--- src/jed_pkg.sv ---
`default_nettype none

package jed_pkg;

  // field and register widths
  localparam int ADC_BITS_DEF = 10;
  localparam int TS_W         = 32;
  localparam int SHIFT_W      = 4;
  localparam int RATE_W       = 16;
  localparam int CFG_IDX_W    = 1;
  localparam int CFG_DATA_W   = 16;

  // register indexes
  localparam logic [CFG_IDX_W-1:0] REG_QUANT_SHIFT   = 1'd0;
  localparam logic [CFG_IDX_W-1:0] REG_RATE_INTERVAL = 1'd1;

  // register reset values
  localparam logic [SHIFT_W-1:0] QUANT_SHIFT_RST = 4'd6;
  localparam logic [RATE_W-1:0]  RATE_RST        = 16'd100;

endpackage

`default_nettype wire

--- src/joystick_event_detector.sv ---
// joystick_event_detector: turns joystick samples into navigation events
//
// input channel (in_valid / in_stall): one sample per transfer with now_ms,
// x_raw, y_raw, sw_level and click_edge. output channel (out_valid /
// out_stall): one result per sample, the five event flags and is_connected.
// config port: cfg_wr_en writes cfg_wdata into register cfg_index
// (0 quant_shift, 1 rate_interval_ms); write only while the block is idle.
//
// a sample lands in the input register, then it is evaluated against the
// tracking state and written to the output register. throughput is one
// sample per cycle while the receiver does not stall, set by that single
// input-register to output-register stage; the state update happens in the
// same cycle the sample moves on, so back-to-back samples see it.
//
// reset (rst, synchronous) empties both registers, restores the register
// defaults and clears the tracking state (switch taken as released).
// when the receiver stalls, the result holds in the output register and one
// more sample is still taken into the input register; after that in_stall
// rises until the output side drains.
`default_nettype none

module joystick_event_detector
  import jed_pkg::*;
#(
  parameter int ADC_BITS = ADC_BITS_DEF
) (
  input  wire logic                  clk,
  input  wire logic                  rst,
  // configuration
  input  wire logic                  cfg_wr_en,
  input  wire logic [CFG_IDX_W-1:0]  cfg_index,
  input  wire logic [CFG_DATA_W-1:0] cfg_wdata,
  // sample channel
  input  wire logic                  in_valid,
  output logic                       in_stall,
  input  wire logic [TS_W-1:0]       now_ms,
  input  wire logic [ADC_BITS-1:0]   x_raw,
  input  wire logic [ADC_BITS-1:0]   y_raw,
  input  wire logic                  sw_level,
  input  wire logic                  click_edge,
  // event channel
  output logic                       out_valid,
  input  wire logic                  out_stall,
  output logic                       ev_ok,
  output logic                       ev_right,
  output logic                       ev_left,
  output logic                       ev_up,
  output logic                       ev_down,
  output logic                       is_connected
);

  // centred reading plus rounding half needs two extra bits
  localparam int CW = ADC_BITS + 2;
  localparam logic signed [CW-1:0] CENTRE = CW'(1) <<< (ADC_BITS - 1);
  localparam logic [SHIFT_W-1:0] SHIFT_MAX = SHIFT_W'(ADC_BITS - 1);
  localparam logic [SHIFT_W-1:0] SHIFT_MIN = SHIFT_W'(1);

  // configuration registers
  logic [SHIFT_W-1:0] quant_shift;
  logic [RATE_W-1:0]  rate_interval_ms;

  always_ff @(posedge clk) begin
    if (rst) begin
      quant_shift      <= QUANT_SHIFT_RST;
      rate_interval_ms <= RATE_RST;
    end else if (cfg_wr_en) begin
      unique case (cfg_index)
        REG_QUANT_SHIFT:   quant_shift      <= cfg_wdata[SHIFT_W-1:0];
        REG_RATE_INTERVAL: rate_interval_ms <= cfg_wdata[RATE_W-1:0];
        default: ;
      endcase
    end
  end

  // input register
  logic                s1_valid;
  logic [TS_W-1:0]     s1_now;
  logic [ADC_BITS-1:0] s1_x;
  logic [ADC_BITS-1:0] s1_y;
  logic                s1_sw;
  logic                s1_click;

  logic out_load_ok;
  logic adv;

  // output register can take a new result when empty or being drained
  assign out_load_ok = !out_valid || !out_stall;
  assign adv         = s1_valid && out_load_ok;
  assign in_stall    = s1_valid && !out_load_ok;

  always_ff @(posedge clk) begin
    if (rst) begin
      s1_valid <= 1'b0;
    end else if (!in_stall) begin
      s1_valid <= in_valid;
    end
  end

  always_ff @(posedge clk) begin
    if (in_valid && !in_stall) begin
      s1_now   <= now_ms;
      s1_x     <= x_raw;
      s1_y     <= y_raw;
      s1_sw    <= sw_level;
      s1_click <= click_edge;
    end
  end

  // tracking state
  logic [TS_W-1:0]            last_eval_ms;
  logic                       seen_centred;
  logic                       switch_state;
  logic signed [ADC_BITS-1:0] prev_x_pos;
  logic signed [ADC_BITS-1:0] prev_y_pos;
  logic                       click_pending;

  // quantizer, shift clamped into its legal range
  logic [SHIFT_W-1:0]         shift_eff;
  logic signed [CW-1:0]       half;
  logic signed [CW-1:0]       x_cen;
  logic signed [CW-1:0]       y_cen;
  logic signed [CW-1:0]       x_sum;
  logic signed [CW-1:0]       y_sum;
  logic signed [CW-1:0]       x_full;
  logic signed [CW-1:0]       y_full;
  logic signed [ADC_BITS-1:0] xp;
  logic signed [ADC_BITS-1:0] yp;

  always_comb begin
    if (quant_shift < SHIFT_MIN) begin
      shift_eff = SHIFT_MIN;
    end else if (quant_shift > SHIFT_MAX) begin
      shift_eff = SHIFT_MAX;
    end else begin
      shift_eff = quant_shift;
    end
    half   = CW'(1) <<< (shift_eff - SHIFT_MIN);
    // y is inverted so that up is positive
    x_cen  = $signed({2'b00, s1_x}) - CENTRE;
    y_cen  = CENTRE - $signed({2'b00, s1_y});
    x_sum  = x_cen + half;
    y_sum  = y_cen + half;
    x_full = x_sum >>> shift_eff;
    y_full = y_sum >>> shift_eff;
    // shift of at least one keeps the position inside ADC_BITS signed bits
    xp     = x_full[ADC_BITS-1:0];
    yp     = y_full[ADC_BITS-1:0];
  end

  // per-sample evaluation
  logic [TS_W-1:0] elapsed;
  logic            too_early;
  logic            centred_now;
  logic            seen_next;
  logic            eval;
  logic            click_eff;
  logic            level;
  logic            toggle;
  logic            r_ev_ok;
  logic            r_ev_right;
  logic            r_ev_left;
  logic            r_ev_up;
  logic            r_ev_down;

  always_comb begin
    elapsed     = s1_now - last_eval_ms;
    too_early   = elapsed < {{(TS_W-RATE_W){1'b0}}, rate_interval_ms};
    centred_now = (xp == '0) && (yp == '0);
    seen_next   = seen_centred || (!too_early && centred_now);
    eval        = !too_early && seen_next;
    // latched click counts as a press
    click_eff   = click_pending || s1_click;
    level       = click_eff ? 1'b0 : s1_sw;
    toggle      = eval && (level != switch_state);
    r_ev_ok     = toggle && !level;
    r_ev_right  = eval && (xp > prev_x_pos) && (xp > 0);
    r_ev_left   = eval && (xp < prev_x_pos) && (xp < 0);
    r_ev_up     = eval && (yp > prev_y_pos) && (yp > 0);
    r_ev_down   = eval && (yp < prev_y_pos) && (yp < 0);
  end

  always_ff @(posedge clk) begin
    if (rst) begin
      last_eval_ms  <= '0;
      seen_centred  <= 1'b0;
      switch_state  <= 1'b1;
      prev_x_pos    <= '0;
      prev_y_pos    <= '0;
      click_pending <= 1'b0;
    end else if (adv) begin
      seen_centred  <= seen_next;
      // the click latch runs on every sample, evaluated or not
      click_pending <= toggle ? 1'b0 : click_eff;
      if (toggle) begin
        switch_state <= level;
      end
      if (eval) begin
        last_eval_ms <= s1_now;
        prev_x_pos   <= xp;
        prev_y_pos   <= yp;
      end
    end
  end

  // output register
  always_ff @(posedge clk) begin
    if (rst) begin
      out_valid <= 1'b0;
    end else if (out_load_ok) begin
      out_valid <= s1_valid;
    end
  end

  always_ff @(posedge clk) begin
    if (adv) begin
      ev_ok        <= r_ev_ok;
      ev_right     <= r_ev_right;
      ev_left      <= r_ev_left;
      ev_up        <= r_ev_up;
      ev_down      <= r_ev_down;
      is_connected <= seen_next;
    end
  end

  // no events before the joystick has been seen centred
  a_no_events_unconnected: assert property (@(posedge clk) disable iff (rst)
    out_valid && !is_connected |-> !(ev_ok || ev_right || ev_left || ev_up || ev_down))
    else $error("event reported while not connected");

  // opposite directions are exclusive
  a_dir_exclusive: assert property (@(posedge clk) disable iff (rst)
    out_valid |-> !(ev_right && ev_left) && !(ev_up && ev_down))
    else $error("opposite direction events together");

  // connection is sticky
  a_connected_sticky: assert property (@(posedge clk) disable iff (rst)
    seen_centred |=> seen_centred)
    else $error("connected flag dropped");

  // a shown press matches the tracked switch state
  a_ok_matches_switch: assert property (@(posedge clk) disable iff (rst)
    out_valid && ev_ok |-> !switch_state)
    else $error("ok event with switch released");

  // upstream is only held off by a full input register
  a_stall_needs_item: assert property (@(posedge clk) disable iff (rst)
    in_stall |-> s1_valid && out_valid)
    else $error("stall without pending work");

endmodule

`default_nettype wire

--- config.mk ---
export PLATFORM = sky130hd
export DESIGN_NAME = joystick_event_detector
export DESIGN_NICKNAME = d
export VERILOG_FILES = /design/src/jed_pkg.sv /design/src/joystick_event_detector.sv
export SDC_FILE = /design/constraint.sdc
export NUM_CORES = 1
export LEC_CHECK = 0
export ABC_AREA = 1
export BUFFER_PORTS_ARGS = -buffer_cell sky130_fd_sc_hd__buf_2
export CAP_MARGIN = 25
export CORE_ASPECT_RATIO = 1.1
export CORE_MARGIN = 3
export CORE_UTILIZATION = 50
export CTS_CLUSTER_SIZE = 10
export DETAILED_ROUTE_END_ITERATION = 8
export PLACE_DENSITY = 0.78
export RECOVER_POWER = 100
export REMOVE_ABC_BUFFERS = 1
export SETUP_SLACK_MARGIN = 0.15
export SLEW_MARGIN = 10
export SYNTH_ARGS = -nofsm -noshare
export SYNTH_HDL_FRONTEND = slang
export SYNTH_SLANG_ARGS = --single-unit
export TNS_END_PERCENT = 50
--- constraint.sdc ---
create_clock -name clk -period 10.2 [get_ports clk]
set_clock_uncertainty 0.15 [all_clocks]
set_input_delay 1.53 -clock clk [delete_from_list [all_inputs] [get_ports clk]]
set_output_delay 1.53 -clock clk [all_outputs]
set_load 0.05 [all_outputs]
# After elaboration in Yosys (flattened, before gate mapping)
# Index checks and enable logic that the tools add are counted.
# classes
n_addsub	6
order_cmp	11
n_eq_ne	1
shifts	3
muxes	4
bitwise_logic	1
n_reduce_logical	31
# ops
op	n
32-bit by 16-bit < comparator with 1-bit output	1
32-bit subtractor	1
11-bit by 12-bit adder with 12-bit output	2
12-bit by 4-bit >>> shifter with 10-bit output	2
10-bit by 1-bit greater-than comparator with 1-bit output, second input constant	2
10-bit greater-than comparator	2
10-bit zero test	2
10-bit by 1-bit < comparator with 1-bit output, second input constant	2
10-bit < comparator	2
1-bit logical AND	16
2-bit by 4-bit <<< shifter with 12-bit output, first input constant	1
10-bit by 10-bit subtractor with 11-bit output, first input constant	1
10-bit by 10-bit subtractor with 11-bit output, second input constant	1
4-bit 2-to-1 mux	2
2-bit AND reduction	4
1-bit zero test	6
4-bit greater-than comparator, second input constant	1
4-bit by 1-bit < comparator with 1-bit output, second input constant	1
4-bit by 1-bit subtractor with 4-bit output, second input constant	1
1-bit logical OR	3
1-bit 2-to-1 mux	2
1-bit inequality test	1
1-bit NOT	1
# word_totals
reg_bits	137
input_bits	76

# Depth between registers and ports, before layout
# logic_depth
word_depth	14
ltp_mapped	33

# Least setup slack after synthesis
# No wires, ideal clock.
# synth_path
kind	flip-flop to flip-flop
startpoint	register s1_y[0]
endpoint	register ev_up, data pin
arrival_time_ns	3.831
setup_slack_ns	6.060
path_stages_with_launch	26
n_path_buf	0
synth_period_minus_slack_ns	4.140
cell_sequence	edfxtp_1 inv_1 ha_1 nand4_1 nor3_1 xor2_1 ha_1 a21oi_1 nor3_1 a211oi_1 nand2_1 nand2_1 nand2_1 nand2_1 nand2_1 a21boi_1 ha_1 nand2_1 inv_1 nand3_1 nor3_1 o21ai_0 o2111ai_1 xnor2_1 o41ai_1 nor3b_1
# synth_via
elab_chain_len	10
word_cells_on_any_way	12
cone_classes	add/sub: 2; order compare: 2; shift: 1; reduce/logical: 7
# synth_rtl
element	line_no	rtl
start, declared	joystick_event_detector.sv:79	logic [ADC_BITS-1:0] s1_y;
start signal, assigned	joystick_event_detector.sv:103	s1_y <= y_raw;
10-bit by 10-bit subtractor with 11-bit output (*)	joystick_event_detector.sv:140	y_cen = CENTRE - $signed({2'b00, s1_y});
11-bit by 12-bit adder with 12-bit output (*)	joystick_event_detector.sv:142	y_sum = y_cen + half;
12-bit by 4-bit >>> shifter with 10-bit output (*)	joystick_event_detector.sv:144	y_full = y_sum >>> shift_eff;
via y_full[9]	joystick_event_detector.sv:125	logic signed [CW-1:0] y_full;
parallel branches: the longest is 6 deep, another holds 10-bit greater-than comparator	-	
1-bit logical AND (*)	joystick_event_detector.sv:178	r_ev_up = eval && (yp > prev_y_pos) && (yp > 0);
via r_ev_up	joystick_event_detector.sv:162	logic r_ev_up;
end signal, assigned	joystick_event_detector.sv:219	ev_up <= r_ev_up;
end, declared	joystick_event_detector.sv:47	output logic ev_up,
# Mark *: on every way through the listed nets, which the timed path passes.
# A chain may end at the register's enable or synchronous reset.

# Final worst setup path
# layout_path
startpoint	register quant_shift[3]
endpoint	register prev_y_pos[1]
# layout_via
elab_chain_len	13
word_cells_on_any_way	17
cone_classes	add/sub: 3; order compare: 2; shift: 3; mux: 2; reduce/logical: 7
# layout_rtl
element	line_no	rtl
start, declared	joystick_event_detector.sv:59	logic [SHIFT_W-1:0] quant_shift;
start signal, assigned	joystick_event_detector.sv:68	REG_QUANT_SHIFT: quant_shift <= cfg_wdata[SHIFT_W-1:0];
4-bit greater-than comparator	joystick_event_detector.sv:132	end else if (quant_shift > SHIFT_MAX) begin
4-bit 2-to-1 mux	joystick_event_detector.sv:132	
4-bit 2-to-1 mux (*)	joystick_event_detector.sv:130	if (quant_shift < SHIFT_MIN) begin
4-bit by 1-bit subtractor with 4-bit output	joystick_event_detector.sv:137	half = CW'(1) <<< (shift_eff - SHIFT_MIN);
2-bit by 4-bit <<< shifter with 12-bit output	joystick_event_detector.sv:137	
11-bit by 12-bit adder with 12-bit output	joystick_event_detector.sv:142	
12-bit by 4-bit >>> shifter with 10-bit output (*)	joystick_event_detector.sv:144	
via y_full[4]	joystick_event_detector.sv:125	
10-bit zero test (*)	joystick_event_detector.sv:168	centred_now = (xp == '0) && (yp == '0);
1-bit logical AND (*)	joystick_event_detector.sv:168	
1-bit logical AND (*)	joystick_event_detector.sv:169	seen_next = seen_centred || (!too_early && centred_now);
1-bit logical OR (*)	joystick_event_detector.sv:169	
1-bit logical AND (*)	joystick_event_detector.sv:170	eval = !too_early && seen_next;
2-bit AND reduction (no line) (*)	-	
end signal, assigned	joystick_event_detector.sv:200	prev_y_pos <= yp;
end, declared	joystick_event_detector.sv:114	logic signed [ADC_BITS-1:0] prev_y_pos;
# Mark *: on every way through the listed nets, which the timed path passes. The rest lies on a longest branch.

==> qor.yml <==
slowest_delay_ns: 0.72
first_pass_iters: 6
violations: "max-capacitance violations, max-slew violations"
pwr-share-seq_pct: 37.4
grt_pass1_wl_mm: 39.76
layout_commonest_cell: "nand2_1"
min_period_ns: 6.656
vias: 9434
initial_core_util_pct: 51.57
grt_pass1_vias: 9041
io_buffers: 83
setup-tns-final_ns: 0
crit_buf_inv: 4
cts_tree: "built"
yosys.area.top_type: "edfxtp_1"
ys_top_cells_by_area: "edfxtp_1 18%, dfxtp_1 15%, nand2_1 12%, ha_1 10%, a21oi_1 6.9%"
final_util_pct: 57.84
cts.sinks: 137
synth-xor-area-share_pct: 3.784
overflow: 0
synth_cell_type_count: 45
path_max_fanout: 55
drive_gt1_share_pct: 8.505
async_flop_share_pct: 0
use_met2_pct: 37.66
cts_buffer_depth: 2
syn_avg_cell_area_um2: 6.994
antenna_found_initial: 0
pwr-share-comb_pct: 23.4
synth.cell_area_um2: 9952
synthAdderAreaFrac_pct: 10.84
drv_cap: 3
rsz0062_at_grt: "no"
synthSimpleGateAreaFrac_pct: 29.87
synth-compound-area-share_pct: 12.62
synth_edf_count: 60
worstSetupStartpoint: "quant_shift[3]"
crit_slowest_cell: "a21oi_4"
drcViolationCount: 0
viasPerCell: 5.385
min-delay-path-class: "flop to flop"
reg2regPathDepth: 32
grt_start_max_net_pins: 95
swShare_pct: 31.61
crit_path_end_kind: "flop"
outcome: "complete, but fails checks"
worst_r2r_endpoint: "prev_y_pos[1]"
required_ns: 10.40
finalCritPeriodShare_pct: 65.25
die_area_um2: 21640
layout.nets: 1653
cts_root_buffer: "clkbuf_16"
ant_nets: 0
cellLeakagePower_nw: 5.191
h-tree-depth: 4
dominantRegCellSynth: "dfxtp_1"
cts_buffers: 17
cts_hold_buf: 0
slew_headroom_pct: -159.8
place_congestion: 0.8861
r2r-start: "quant_shift[3]"
path_common_cell: "nand2_1"
post-cts-setup-buffers: 0
syn_to_final_growth_pct: 12.14
synth-seq-cells: 137
path_delay_family: "simple AND/OR/NAND/NOR gates"
cp_num_cells: 32
synthCells: 1423
yosysWarnings: 0
coreArea_um2: 19300
grt_use_total_pct: 21.84
die_h_um: 154.0
arrival_ns: 6.85
power_density_nw_per_um2: 145.7
synth_top_family_by_area: "simple AND/OR/NAND/NOR gates"
busiest_layer: "met2"
drv_slew: 206
crit_type: "flop to flop"
antenna_cells: 0
fin_ws_ns: 3.544
worst_slew_pin_slew_ns: 3.898
synth.top_cell.area_share_pct: 18.10
pre_cts_slack_ns: 4.114
path_clk_slew_ns: 0.06
placed_area_um2: 10580
hold_violations: 0
yosysSeqAreaShare_pct: 33.59
clkPwrFrac_pct: 39.2
totalWireLength_mm: 23.26
design_area_um2: 11160
critPathLaunchType: "flop"
cts_resized: 0
ir_drop_mv: 0.1190
io-pin-count: 84
grt_util_met3_pct: 4.106
cp-endpoint: "prev_y_pos[1]"
max_freq_ghz: 0.1502
rrSetupSlack_ns: 3.54
fin_total_pwr_w: 0.001626
mostFrequentLayoutCells: "329 x nand2_1, 184 x inv_1, 156 x nor2_1"
synth_mux_area_share_pct: 0
place_hpwl_mm: 17.09
setup_viol: 0
die_x_um: 140.5
internal_power_w: 0.001112
routedWlPerCell_um: 13.28
clock_latency_ns: 0.42
met1_usage_pct: 26.56
num_rows: 53
drt-initial-drc-count: 726
p_switching_w: 0.0005138
==> state kept, by name, summed over array words and instances (netlist names), 4 cells and up <==
register	count
last_eval_ms	32
s1_now	32
rate_interval_ms	16
prev_x_pos	10
prev_y_pos	10
s1_x	10
s1_y	10
quant_shift	4
==> logic make-up after synthesis <==
kind of cell,after synthesis
adder cells (fa/ha/maj),85
AND/OR/NAND/NOR,687
flip-flops,137
XOR/XNOR,43
other,1
buffers and inverters,241
AO/OA/AOI/OAI,229
==> Yosys cell counts (3+ instances only) <==
library cell  number
a21o_1             4
a21oi_1          138
buf_1              6
buf_2             13
clkbuf_1          23
dfxtp_1           77
edfxtp_1          60
ha_1              83
inv_1            182
inv_2             17
nand2_1          328
nand3_1          123
nand3b_1          37
nand4_1           20
nor2_1           156
nor3_1            13
o211ai_1           8
o21a_1             5
o21ai_0           51
o21ai_1            3
o221ai_1           3
xnor2_1           17
xor2_1            26
==> worst min-delay path by stage <==
stage | from | to | cells past startpoint
6_report | rate_interval_ms[1] | rate_interval_ms[1] | 2
5_1_grt | rate_interval_ms[13] | rate_interval_ms[13] | 2
4_1_cts | rate_interval_ms[1] | rate_interval_ms[1] | 2
3_5_place_dp | rate_interval_ms[1] | rate_interval_ms[1] | 2
3_3_place_gp | rate_interval_ms[1] | rate_interval_ms[1] | 2
2_1_floorplan | rate_interval_ms[10] | rate_interval_ms[10] | 2
==> cell type report <==
cell class                      count  area [um^2]
Multi-Input combinational cell   1048         5713
Clock buffer                       19        452.9
Inverter                          199        747.0
Clock inverter                     13        155.1
Tap cell                          247        309.0
Timing Repair Buffer               89        440.4
Fill cell                        1752         8137
Sequential cell                   137         3343
==> power by group through the flow <==
stage / Clock [W] / Combinational, W / Sequential [W]
floorplan: 0 / 0.000279 / 0.000618
global placement: 0 / 0.000366 / 0.000618
detailed placement: 0 / 0.000374 / 0.000618
CTS: 0.000649 / 0.000378 / 0.000606
global route: 0.000678 / 0.000438 / 0.000610
finish: 0.000637 / 0.000381 / 0.000608
==> through the flow <==
step	instances	hold slack (ns)
5_1_grt	1752	0.3466
3_3_place_gp	1719	0.3033
6_report	1752	0.3161
4_1_cts	1752	0.3167
3_5_place_dp	1720	0.3088
2_1_floorplan	1384	0.2876
==> routing by layer <==
metal	share of wire, %	routed length, um
met1	43	9966
met3	5.2	1207
met2	49	11360
met4	3.1	726
met5	0	0
==> worst reg2reg max path, delay by kind of cell, from the launching register on <==
kind / cells / cell delay [ns]
flops: 1 / 0.55
compound gates: 2 / 0.86
simple gates: 25 / 3.76
buf+inv: 4 / 1.01
fa+ha+maj: 1 / 0.29
(Power assumes the default switching activity.)
